[src/design/ht_pkg.sv]
package ht_pkg;

  localparam int unsigned DefaultTaps = 31;
  localparam int unsigned SampleW     = 16;

  typedef enum logic [1:0] {
    StIdle,
    StRead,
    StFlush,
    StDone
  } ht_state_e;

  typedef struct packed {
    logic clr;
    logic rd;
    logic is_i;
    logic hit;
  } ht_cmd_t;

  function automatic int unsigned len_of(int unsigned taps);
    return (taps < 3) ? 3 : (taps | 1);
  endfunction

  function automatic int unsigned mid_of(int unsigned len);
    return (len - 1) >> 1;
  endfunction

  function automatic int unsigned first_tap_of(int unsigned mid);
    return ((mid & 1) != 0) ? 0 : 1;
  endfunction

  function automatic int unsigned tap_count_of(int unsigned mid);
    return ((mid & 1) != 0) ? mid + 1 : mid;
  endfunction

endpackage

[src/design/ht_in_if.sv]
interface ht_in_if;
  import ht_pkg::*;

  logic                      valid;
  logic                      ready;
  logic signed [SampleW-1:0] sample;

  modport source (output valid, output sample, input ready);
  modport sink (input valid, input sample, output ready);
endinterface

[src/design/ht_out_if.sv]
interface ht_out_if;
  import ht_pkg::*;

  logic                      valid;
  logic                      ready;
  logic signed [SampleW-1:0] in_phase;
  logic signed [SampleW-1:0] quadrature;

  modport source (output valid, output in_phase, output quadrature, input ready);
  modport sink (input valid, input in_phase, input quadrature, output ready);
endinterface

[src/design/ht_ram.sv]
module ht_ram #(
  parameter int unsigned Width = 16,
  parameter int unsigned Depth = 31,
  localparam int unsigned AddrW = (Depth > 1) ? $clog2(Depth) : 1
) (
  input  logic             clk_i,
  input  logic             wr_en_i,
  input  logic [AddrW-1:0] wr_addr_i,
  input  logic [Width-1:0] wr_data_i,
  input  logic             rd_en_i,
  input  logic [AddrW-1:0] rd_addr_i,
  output logic [Width-1:0] rd_data_o
);

  logic [Width-1:0] mem_q [Depth];

  always_ff @(posedge clk_i) begin
    if (wr_en_i) begin
      mem_q[wr_addr_i] <= wr_data_i;
    end
    if (rd_en_i) begin
      rd_data_o <= mem_q[rd_addr_i];
    end
  end

endmodule

[src/design/ht_ctrl.sv]
module ht_ctrl #(
  parameter int unsigned Taps = ht_pkg::DefaultTaps,
  localparam int unsigned Len = ht_pkg::len_of(Taps),
  localparam int unsigned AW  = $clog2(Len)
) (
  input  logic            clk_i,
  input  logic            rst_ni,
  input  logic            in_valid_i,
  output logic            in_ready_o,
  output logic            wr_en_o,
  output logic [AW-1:0]   wr_addr_o,
  output logic            rd_en_o,
  output logic [AW-1:0]   rd_addr_o,
  output ht_pkg::ht_cmd_t cmd_o,
  output logic            load_o,
  input  logic            out_free_i
);
  import ht_pkg::*;

  localparam int unsigned Mid   = mid_of(Len);
  localparam int unsigned I0    = first_tap_of(Mid);
  localparam int unsigned Ntaps = tap_count_of(Mid);
  localparam int unsigned FW    = $clog2(Len + 1);
  localparam int unsigned SW    = $clog2(Ntaps + 1);

  ht_state_e     state_q, state_d;
  logic [SW-1:0] step_q;
  logic [AW-1:0] slot_q;
  logic [FW-1:0] fill_q;
  logic [AW-1:0] iaddr_q;
  logic [AW-1:0] taddr_q;
  ht_cmd_t       cmd_q, cmd_d;
  logic          accept;
  logic [AW-1:0] taddr_next;

  assign accept = in_valid_i && in_ready_o;

  always_comb begin
    state_d = state_q;
    case (state_q)
      StIdle: begin
        if (in_valid_i) begin
          state_d = StRead;
        end
      end
      StRead: begin
        if (step_q == SW'(Ntaps)) begin
          state_d = StFlush;
        end
      end
      StFlush: begin
        state_d = StDone;
      end
      StDone: begin
        if (out_free_i) begin
          state_d = StIdle;
        end
      end
      default: begin
        state_d = StIdle;
      end
    endcase
  end

  always_comb begin
    in_ready_o = (state_q == StIdle);
    wr_en_o    = accept;
    wr_addr_o  = slot_q;
    rd_en_o    = (state_q == StRead);
    rd_addr_o  = (step_q == '0) ? iaddr_q : taddr_q;
    load_o     = (state_q == StDone) && out_free_i;
    cmd_d.clr  = accept;
    cmd_d.rd   = (state_q == StRead);
    cmd_d.is_i = (step_q == '0);
    cmd_d.hit  = (FW'(rd_addr_o) < fill_q);
  end

  assign cmd_o      = cmd_q;
  assign taddr_next = (taddr_q >= AW'(2)) ? taddr_q - AW'(2) : taddr_q + AW'(Len - 2);

  always_ff @(posedge clk_i or negedge rst_ni) begin
    if (!rst_ni) begin
      state_q <= StIdle;
      step_q  <= '0;
      slot_q  <= '0;
      fill_q  <= '0;
      cmd_q   <= '0;
    end else begin
      state_q <= state_d;
      cmd_q   <= cmd_d;
      if (accept) begin
        step_q <= '0;
        slot_q <= (slot_q == AW'(Len - 1)) ? '0 : slot_q + 1'b1;
        if (fill_q != FW'(Len)) begin
          fill_q <= fill_q + 1'b1;
        end
      end else if (state_q == StRead) begin
        step_q <= step_q + 1'b1;
      end
    end
  end

  always_ff @(posedge clk_i) begin
    if (accept) begin
      iaddr_q <= (slot_q >= AW'(Mid)) ? slot_q - AW'(Mid) : slot_q + AW'(Len - Mid);
      taddr_q <= (slot_q >= AW'(I0)) ? slot_q - AW'(I0) : slot_q + AW'(Len - I0);
    end else if ((state_q == StRead) && (step_q != '0)) begin
      taddr_q <= taddr_next;
    end
  end

endmodule

[src/design/ht_mac.sv]
module ht_mac #(
  parameter int unsigned Taps = ht_pkg::DefaultTaps
) (
  input  logic                       clk_i,
  input  logic                       rst_ni,
  input  ht_pkg::ht_cmd_t            cmd_i,
  input  logic [ht_pkg::SampleW-1:0] rd_data_i,
  input  logic                       load_i,
  output logic                       out_free_o,
  ht_out_if.source                   out_o
);
  import ht_pkg::*;

  localparam int unsigned Len   = len_of(Taps);
  localparam int unsigned Mid   = mid_of(Len);
  localparam int unsigned I0    = first_tap_of(Mid);
  localparam int unsigned Ntaps = tap_count_of(Mid);
  localparam int unsigned TW    = $clog2(Ntaps);
  localparam int unsigned AccW  = 33 + $clog2(Ntaps);
  localparam int unsigned RW    = AccW - 15;

  localparam longint PiQ30       = 64'sd3373259426;
  localparam longint TwoPiInvQ30 = 64'sd683565276;
  localparam longint W0Q30       = 64'sd450971566;
  localparam longint W2Q30       = 64'sd85899346;
  localparam longint OneQ30      = 64'sd1073741824;

  localparam logic signed [RW-1:0]      QMax  = RW'(32767);
  localparam logic signed [RW-1:0]      QMin  = RW'(-32768);
  localparam logic signed [SampleW-1:0] SatHi = 16'sh7FFF;
  localparam logic signed [SampleW-1:0] SatLo = 16'sh8000;

  // Long division of a nonnegative dividend by a positive divisor, used only
  // while the coefficient table is built.
  function automatic longint quot_of(longint num, longint den);
    longint quo;
    longint rem;
    int     b;
    quo = 64'sd0;
    rem = 64'sd0;
    for (b = 62; b >= 0; b--) begin
      rem = (rem <<< 1) | ((num >>> b) & 64'sd1);
      quo = quo <<< 1;
      if (rem >= den) begin
        rem = rem - den;
        quo = quo | 64'sd1;
      end
    end
    return quo;
  endfunction

  function automatic longint cospi_mid(longint num);
    longint r;
    longint theta;
    longint th2;
    longint term;
    longint sum;
    longint den;
    int     i;
    bit     neg;
    den  = longint'(Mid);
    neg  = 1'b0;
    r    = num - 2 * den * quot_of(num, 2 * den);
    if (r > den) r = 2 * den - r;
    if (2 * r > den) begin
      r   = den - r;
      neg = 1'b1;
    end
    theta = quot_of(PiQ30 * r, den);
    th2   = (theta * theta) >> 30;
    term  = OneQ30;
    sum   = OneQ30;
    for (i = 1; i <= 12; i++) begin
      term = (term * th2) >> 30;
      term = quot_of(term, longint'((2 * i - 1) * (2 * i)));
      if (i[0]) sum = sum - term;
      else sum = sum + term;
    end
    return neg ? -sum : sum;
  endfunction

  function automatic logic signed [15:0] coef_at(int unsigned n);
    longint k;
    longint kabs;
    longint h;
    longint w;
    longint c1;
    longint c2;
    longint prod;
    longint mag;
    longint q;
    k    = longint'(n) - longint'(Mid);
    kabs = (k < 0) ? -k : k;
    h    = quot_of(TwoPiInvQ30, kabs);
    if (k < 0) h = -h;
    c1   = cospi_mid(longint'(n));
    c2   = cospi_mid(longint'(2 * n));
    w    = W0Q30 - c1 / 2 + (W2Q30 * c2) / OneQ30;
    prod = h * w;
    mag  = (prod < 0) ? -prod : prod;
    mag  = (mag + (64'sd1 <<< 44)) >>> 45;
    if (mag > 32768) mag = 32768;
    q = (prod < 0) ? -mag : mag;
    if (q > 32767) q = 32767;
    return q[15:0];
  endfunction

  logic signed [SampleW-1:0] coef_tab [Ntaps];

  for (genvar g = 0; g < Ntaps; g++) begin : g_coef
    localparam logic signed [SampleW-1:0] CoefVal = coef_at(I0 + 2 * g);
    assign coef_tab[g] = CoefVal;
  end

  logic [TW-1:0]             tap_q;
  logic signed [AccW-1:0]    acc_q;
  logic signed [SampleW-1:0] iph_q;
  logic signed [SampleW-1:0] data;
  logic signed [31:0]        prod;
  logic signed [AccW-1:0]    rnd;
  logic signed [RW-1:0]      shifted;
  logic signed [SampleW-1:0] q_sat;
  logic                      valid_q;
  logic signed [SampleW-1:0] in_phase_q;
  logic signed [SampleW-1:0] quad_q;

  assign data    = cmd_i.hit ? $signed(rd_data_i) : '0;
  assign prod    = coef_tab[tap_q] * data;
  assign rnd     = acc_q + AccW'(16384);
  assign shifted = RW'(rnd >>> 15);

  always_comb begin
    if (shifted > QMax) begin
      q_sat = SatHi;
    end else if (shifted < QMin) begin
      q_sat = SatLo;
    end else begin
      q_sat = shifted[SampleW-1:0];
    end
  end

  always_ff @(posedge clk_i) begin
    if (cmd_i.clr) begin
      tap_q <= '0;
      acc_q <= '0;
    end else if (cmd_i.rd && !cmd_i.is_i) begin
      tap_q <= tap_q + 1'b1;
      acc_q <= acc_q + AccW'(prod);
    end
    if (cmd_i.rd && cmd_i.is_i) begin
      iph_q <= data;
    end
    if (load_i) begin
      in_phase_q <= iph_q;
      quad_q     <= q_sat;
    end
  end

  always_ff @(posedge clk_i or negedge rst_ni) begin
    if (!rst_ni) begin
      valid_q <= 1'b0;
    end else if (load_i) begin
      valid_q <= 1'b1;
    end else if (out_o.ready) begin
      valid_q <= 1'b0;
    end
  end

  assign out_free_o       = !valid_q || out_o.ready;
  assign out_o.valid      = valid_q;
  assign out_o.in_phase   = in_phase_q;
  assign out_o.quadrature = quad_q;

endmodule

[src/design/hilbert_transformer_iq.sv]
// Each accepted word passes through the read, flush and done states. In the read state the
// centre entry is read first, then the Ntaps odd-offset taps (16 for 31 taps).
// A new word is accepted only in the idle state, after the previous result is loaded for output;
// the single multiply-accumulate reads one delay-line entry per cycle from the history memory.
// Reset clears the control state and the fill count; delay-line entries not yet
// written read as zero, so no clearing pass is needed.
module hilbert_transformer_iq #(
  parameter int unsigned Taps = ht_pkg::DefaultTaps
) (
  input  logic     clk_i,
  input  logic     rst_ni,
  ht_in_if.sink    in_i,
  ht_out_if.source out_o
);
  import ht_pkg::*;

  localparam int unsigned Len = len_of(Taps);
  localparam int unsigned AW  = $clog2(Len);

  logic               wr_en;
  logic [AW-1:0]      wr_addr;
  logic               rd_en;
  logic [AW-1:0]      rd_addr;
  logic [SampleW-1:0] rd_data;
  ht_cmd_t            cmd;
  logic               load;
  logic               out_free;

  ht_ctrl #(
    .Taps(Taps)
  ) u_ctrl (
    .clk_i      (clk_i),
    .rst_ni     (rst_ni),
    .in_valid_i (in_i.valid),
    .in_ready_o (in_i.ready),
    .wr_en_o    (wr_en),
    .wr_addr_o  (wr_addr),
    .rd_en_o    (rd_en),
    .rd_addr_o  (rd_addr),
    .cmd_o      (cmd),
    .load_o     (load),
    .out_free_i (out_free)
  );

  ht_ram #(
    .Width(SampleW),
    .Depth(Len)
  ) u_hist (
    .clk_i     (clk_i),
    .wr_en_i   (wr_en),
    .wr_addr_i (wr_addr),
    .wr_data_i (in_i.sample),
    .rd_en_i   (rd_en),
    .rd_addr_i (rd_addr),
    .rd_data_o (rd_data)
  );

  ht_mac #(
    .Taps(Taps)
  ) u_mac (
    .clk_i      (clk_i),
    .rst_ni     (rst_ni),
    .cmd_i      (cmd),
    .rd_data_i  (rd_data),
    .load_i     (load),
    .out_free_o (out_free),
    .out_o      (out_o)
  );

endmodule

[src/flat_wrapper.sv]
// flat-port wrapper written by rule: the top's interface ports become plain ports
module hilbert_transformer_iq_flat import ht_pkg::*;
#(
  parameter int unsigned Taps = ht_pkg::DefaultTaps
)
  (clk_i, rst_ni, in_i_valid, in_i_sample, in_i_ready, out_o_valid, out_o_in_phase, out_o_quadrature, out_o_ready);
  ht_in_if in_i_i ();
  ht_out_if out_o_i ();
  input  logic clk_i;
  input  logic rst_ni;
  input wire logic [$bits(in_i_i.valid)-1:0] in_i_valid;
  input wire logic [$bits(in_i_i.sample)-1:0] in_i_sample;
  output wire logic [$bits(in_i_i.ready)-1:0] in_i_ready;
  output wire logic [$bits(out_o_i.valid)-1:0] out_o_valid;
  output wire logic [$bits(out_o_i.in_phase)-1:0] out_o_in_phase;
  output wire logic [$bits(out_o_i.quadrature)-1:0] out_o_quadrature;
  input wire logic [$bits(out_o_i.ready)-1:0] out_o_ready;
  assign in_i_i.valid = in_i_valid;
  assign in_i_i.sample = in_i_sample;
  assign in_i_ready = in_i_i.ready;
  assign out_o_valid = out_o_i.valid;
  assign out_o_in_phase = out_o_i.in_phase;
  assign out_o_quadrature = out_o_i.quadrature;
  assign out_o_i.ready = out_o_ready;
  hilbert_transformer_iq #(.Taps(Taps)) u_core (.clk_i(clk_i), .rst_ni(rst_ni), .in_i(in_i_i), .out_o(out_o_i));
endmodule
[config.mk]
export PLATFORM = sky130hd
export DESIGN_NAME = hilbert_transformer_iq_flat
export DESIGN_NICKNAME = d
export VERILOG_FILES = /design/src/design/ht_pkg.sv /design/src/design/ht_in_if.sv /design/src/design/ht_out_if.sv /design/src/design/ht_ram.sv /design/src/design/ht_ctrl.sv /design/src/design/ht_mac.sv /design/src/design/hilbert_transformer_iq.sv /design/src/flat_wrapper.sv
export SDC_FILE = /design/constraint.sdc
export NUM_CORES = 2
export LEC_CHECK = 0
export ABC_AREA = 1
export ABC_CLOCK_PERIOD_IN_PS = 6800
export BUFFER_PORTS_ARGS = -buffer_cell sky130_fd_sc_hd__buf_2
export CORE_ASPECT_RATIO = 0.7
export CORE_MARGIN = 4
export CORE_UTILIZATION = 58
export DETAILED_ROUTE_END_ITERATION = 12
export HOLD_SLACK_MARGIN = 0.03
export PLACE_DENSITY = 0.77
export SYNTH_ARGS = -nofsm -noshare
export SYNTH_HDL_FRONTEND = slang
export SYNTH_SLANG_ARGS = --single-unit
[constraint.sdc]
create_clock -name clk_i -period 6.8 [get_ports clk_i]
set_input_delay 0.68 -clock clk_i [delete_from_list [all_inputs] [get_ports clk_i]]
set_output_delay 0.68 -clock clk_i [all_outputs]
set_load 0.02 [all_outputs]
# Word-level counts from Yosys, hierarchy flattened
# Memory sizes are Yosys's and may differ from the RTL's. A register that Yosys moved wholly into a read port is not among the register bits.
# Cells that the tools add are included.
# Widths: inputs -> output; s select.
[totals]
ff_bits = 121
mem_bits_rw = 496
romBits = 256
input_bits = 20
out_inout_bits = 34
word_cells = 84
memories = 2
[memory_table]
columns = ["memory", "words", "word_bits", "rd", "rd_clocked_by_memory_dff", "write_ports", "line", "text"]
rows = [
  ["u_core.u_hist.mem_q", 31, 16, 1, 1, 1, "ht_ram.sv:15", "logic [Width-1:0] mem_q [Depth];"],
  ["(name not given)", 16, 16, 1, 0, 0, "ht_mac.sv:128", "assign prod = coef_tab[tap_q] * data;"],
]
[classes]
addsub = 11
n_mul = 1
magnitude_cmp = 7
eq_ne = 9
mux = 21
n_bitwise = 1
reduce_logical = 16
[ops]
columns = ["cell", "n"]
rows = [
  ["$mux 16", 4],
  ["$mux 5", 9],
  ["$add 37x16->37 const B", 1],
  ["$add 37x32->37", 1],
  ["$mul 16x16->32", 1],
  ["$gt 22x16->1 const B", 1],
  ["$lt 22x16->1 const B", 1],
  ["$add 5x1->5 const B", 3],
  ["$add 5x5->5 const B", 3],
  ["$eq 5x5->1 const B", 2],
  ["$pmux 2 s4", 1],
  ["$mux 2", 3],
  ["$ne 2x2->1 const B", 3],
  ["$reduce_bool 2->1", 3],
  ["$ge 5x1->1 const B", 1],
  ["$ge 5x2->1 const B", 1],
  ["$ge 5x4->1 const B", 1],
  ["$ge 5x5->1 const B", 1],
  ["$logic_and 1x1->1", 5],
  ["$logic_not 5->1", 1],
  ["$lt 5x5->1", 1],
  ["$ne 5x5->1 const B", 1],
  ["$not 4->5", 1],
  ["$reduce_bool 5->1", 1],
  ["11 further kinds", 16],
]

# Depth between registers and ports, before layout
[logic_depth]
ltp_word = 6
mapped_depth = 34
ltp_nobuf = 34

# Cells and area by module
# A second synthesis with hierarchy kept.
[unflattened]
hier_cells = 3946
hier_area_um2 = 38788.5
[modules_own_cells]
columns = ["mod", "n_inst", "cells_each", "area_per_inst_um2", "seq_area_each_um2"]
rows = [
  ["ht_ram", 1, 1725, 20683.6, 15374.7],
  ["ht_mac", 1, 2010, 16275.6, 2287.2],
  ["ht_ctrl", 1, 211, 1829.3, 825.8],
]

# Least setup slack after synthesis
# Ideal clock, no wire load.
[synth_path]
path_kind = "flip-flop to flip-flop"
startpoint = "register u_core.u_mac.tap_q[0]"
endpoint = "register u_core.u_mac.acc_q[35]"
setup_time_ps = 109
arrival_ps = 6322
required_time_ps = 6691
setup_slack_ps = 369
stages_incl_launch_ff = 29
path_buffers = 1
synth_period_minus_slack_ps = 6431
path_cell_list = "dfxtp_1 -> inv_1 -> ha_1 -> nand2_1 -> nand2_1 -> clkbuf_1 -> nor2_1 -> inv_1 -> fa_1 -> inv_1 -> fa_1 -> inv_1 -> fa_1 -> inv_1 -> fa_1 -> inv_1 -> fa_1 -> inv_1 -> fa_1 -> ha_1 -> inv_1 -> nor3_1 -> nand2_1 -> nor2_1 -> nand2_1 -> nand3_1 -> nand3_1 -> nand2_1 -> inv_1"
[synth_between]
elab_chain_cells = 6
[synth_lines]
columns = ["item", "line", "text"]
rows = [
  ["from (decl)", "ht_mac.sv:115", "logic [TW-1:0] tap_q;"],
  ["from (signal assigned)", "ht_mac.sv:147", "tap_q <= tap_q + 1'b1;"],
  ["$not 4->5 (implied by the code)", "ht_mac.sv:128", ""],
  ["$mem_v2 16x16", "-", ""],
  ["$mux 16 (implied by the code) (2 in a row)", "ht_mac.sv:128", ""],
  ["$mul 16x16->32", "ht_mac.sv:128", ""],
  ["$add 37x32->37", "ht_mac.sv:148", "acc_q <= acc_q + AccW'(prod);"],
  ["to (signal assigned)", "ht_mac.sv:148", ""],
  ["to (decl)", "ht_mac.sv:116", "logic signed [AccW-1:0] acc_q;"],
]
# Every way passes these cells. The select of a mux whose other input is x is not followed.
# A chain may end at the register's enable or synchronous reset.

# Worst setup path in the final report
[layout_path]
startpoint = "register u_core.u_mac.tap_q[1]"
endpoint = "register u_core.u_mac.acc_q[34]"
# The elaborated chain is that of the path after synthesis.

==> results_dict.tcl <==
set metrics [dict create \
    rsz0062_at_grt "true" \
    synth_area_leaders "edfxtp_1 43%, fa_1 16%, nand2_1 12%" \
    cts_inserted_buffers 59 \
    drt-pass1-iter-count 8 \
    cap_violations 0 \
    die_w_um 320 \
    grt_pass1_wl_mm 169 \
    num_rows 79 \
    endpoint_kind "flop" \
    dp_cells 5114 \
    detail_route.iter0.violations 3747 \
    area_growth_pct 9.83 \
    cts_buffer_depth 3 \
    status "finished clean" \
    viasPerCell 5.61 \
    min_path_cells 4 \
    gp_congestion 1.03 \
    finalSetupViolations 0 \
    clkSinkCount 633 \
    r2r_end "u_core.u_mac.acc_q[34]$_SDFFE_PP0P_" \
    port_buffers 53 \
    antenna_found_initial 1 \
    min_from "out_o_ready" \
    min_to "u_core.u_mac.out_o.valid$_DFFE_PN0P_" \
    synth_area_leader_cell "edfxtp_1" \
    crit_path_start_kind "flop" \
    cts_max_level 2 \
    synth_edf_count 570 \
    synth_top_area_share 0.434 \
    globalRouteOverflowTotal 0 \
    arrival_ps 7050 \
    pin_count 54 \
    final_nets 4763 \
    ant_nets 0 \
    start_util 0.589 \
    netlist_instances 4171 \
    route.vias.total 29300 \
    coreArea_um2 66900 \
    path_delay_family "adder cells" \
    syn_area_per_cell_um2 9.46 \
    tightest_slew_ps 1180 \
    wire_per_inst_um 21.2 \
    die_height_um 226 \
    period_share 0.952 \
    drc 0 \
    cp_data_required_time_ps 7370 \
    final_cells 5227 \
    postSynthNetCount 4648 \
    async_reset_ff_frac 0.0348 \
    crit_buf_inv 8 \
    ys_warn_count 0 \
    dieArea_um2 72300 \
    track_usage 0.310 \
    drive_gt1_frac 0.0803 \
    setup_ws_ps 323 \
    grt_max_degree 141 \
    cts_tree "yes" \
    mostFrequentLayoutCells "1299 x nand2_1, 712 x inv_1, 570 x edfxtp_1" \
    rr_startpoint "u_core.u_mac.tap_q[1]$_SDFFE_PP0P_" \
    clock.fmax_mhz 154 \
    skew_ps 40.3 \
    hold_ws_ps 328 \
    r2r_cells 29 \
    dp_hpwl_mm 77.8 \
    crit_fanout 7 \
    synth-seq-cells 633 \
    hold_class "in -> reg" \
    slew_headroom 0.213 \
    hold_viol 0 \
    dp_slack_ps 186 \
    clk_latency_ps 670 \
    mostFrequentLayoutCell "nand2_1" \
    synthFlopType "edfxtp_1" \
    synthDistinctLibCells 43 \
    startpoint "u_core.u_mac.tap_q[1]$_SDFFE_PP0P_" \
    tns_ps 0 \
    yosysSeqAreaShare 0.469 \
    finalWirelength_mm 111 \
    slowest_delay_ps 590 \
    crit_top_cell "fa_1" \
    drv_slew 0 \
    fin_crit_ps 6480 \
    cp_slowest_cell "fa_1" \
    criticalPathCategory "reg -> reg" \
    rrSetupSlack_ps 320 \
    mappedNetlistArea_um2 39400 \
    grt_pass1_vias 28100 \
    clk_pin_slew_worst_paths_ps 70 \
    cts.root.buffer_cell "clkbuf_16" \
]
[worst max-delay path by stage]
stage                                               end  cells past startpoint
floorplan           u_core.u_mac.acc_q[35]$_SDFFE_PP0P_                     28
global placement    u_core.u_mac.acc_q[30]$_SDFFE_PP0P_                     31
detailed placement  u_core.u_mac.acc_q[34]$_SDFFE_PP0P_                     29
CTS                 u_core.u_mac.acc_q[32]$_SDFFE_PP0P_                     28
global route        u_core.u_mac.acc_q[27]$_SDFFE_PP0P_                     31
finish              u_core.u_mac.acc_q[34]$_SDFFE_PP0P_                     29
[cell usage after synthesis, types with 3 or more instances]
library cell	number
ha_1	139
edfxtp_1	570
inv_2	3
dfrtp_1	22
nor3_1	22
nand2_1	1304
dfxtp_1	41
clkinv_1	13
nand4_1	9
xor2_1	32
nand3_1	351
nor2_1	285
o21ai_2	5
buf_6	11
inv_1	719
o21ai_0	65
buf_4	13
nand2_2	4
buf_2	67
fa_1	318
o211ai_1	22
nand3b_1	4
a21oi_1	77
clkbuf_1	46
o21bai_1	4
[sequential cells by signal, summed over array words and instances, names as in the netlist, 4 cells and up]
signal / count
u_core.u_mac.iph_q: 16
u_core.u_mac.out_o.quadrature: 16
u_core.u_mac.out_o.in_phase: 16
u_core.u_mac.tap_q: 4
u_core.u_ctrl.taddr_q: 5
u_core.u_ctrl.cmd_o: 4
u_core.u_mac.acc_q: 37
u_core.u_ctrl.iaddr_q: 5
u_core.u_hist.rd_data_o: 16
u_core.u_ctrl.wr_addr_o: 5
u_core.u_hist.mem_q: 496
u_core.u_ctrl.step_q: 5
u_core.u_ctrl.fill_q: 5
[per-stage QoR]
stage	instance area, um^2	util
floorplan	39400	-
global placement	41200	0.616
detailed placement	41200	0.616
CTS	43200	0.645
global route	43300	0.647
finish	43300	0.647
[repair_timing]
action                                  CTS  global route
resized for setup                         0            47
hold endpoints to repair                 22             0
endpoints found under the setup margin    0            23
hold buffers                              1             0
buffers inserted                          0             1
[routing by layer]
metal	global-route usage	routed length, um	part of all wire
met1	0.487	47300	0.43
met2	0.409	43400	0.39
met3	0.119	18100	0.16
met4	0.0587	1840	0.017
met5	0	0	0
[final cells by class]
type	instances	area, um^2
multi-input cells	2665	17700
repair buffers	192	1350
well taps	891	1110
clock inverters	37	399
inverters	735	2770
diodes	2	5.00
fillers	5219	23600
clock buffers	72	1540
flip-flops and latches	633	18500
[cells by family after synthesis]
group,share of synthesized area
compound gates,0.0267
xor+xnor,0.00733
fa+ha+maj,0.205
buf+inv,0.0885
flops,0.469
simple gates,0.203
[worst reg2reg max path, delay by kind of cell (launching register included)]
kind,cells,cell delay (ps)
AO/OA/AOI/OAI,4,750
AND/OR/NAND/NOR,9,750
flip-flops,1,350
adder cells (fa/ha/maj),8,3730
buffers and inverters,8,830
Power is not shown: default switching activity piles up to over one toggle a cycle in this logic, so the estimate is an artifact.
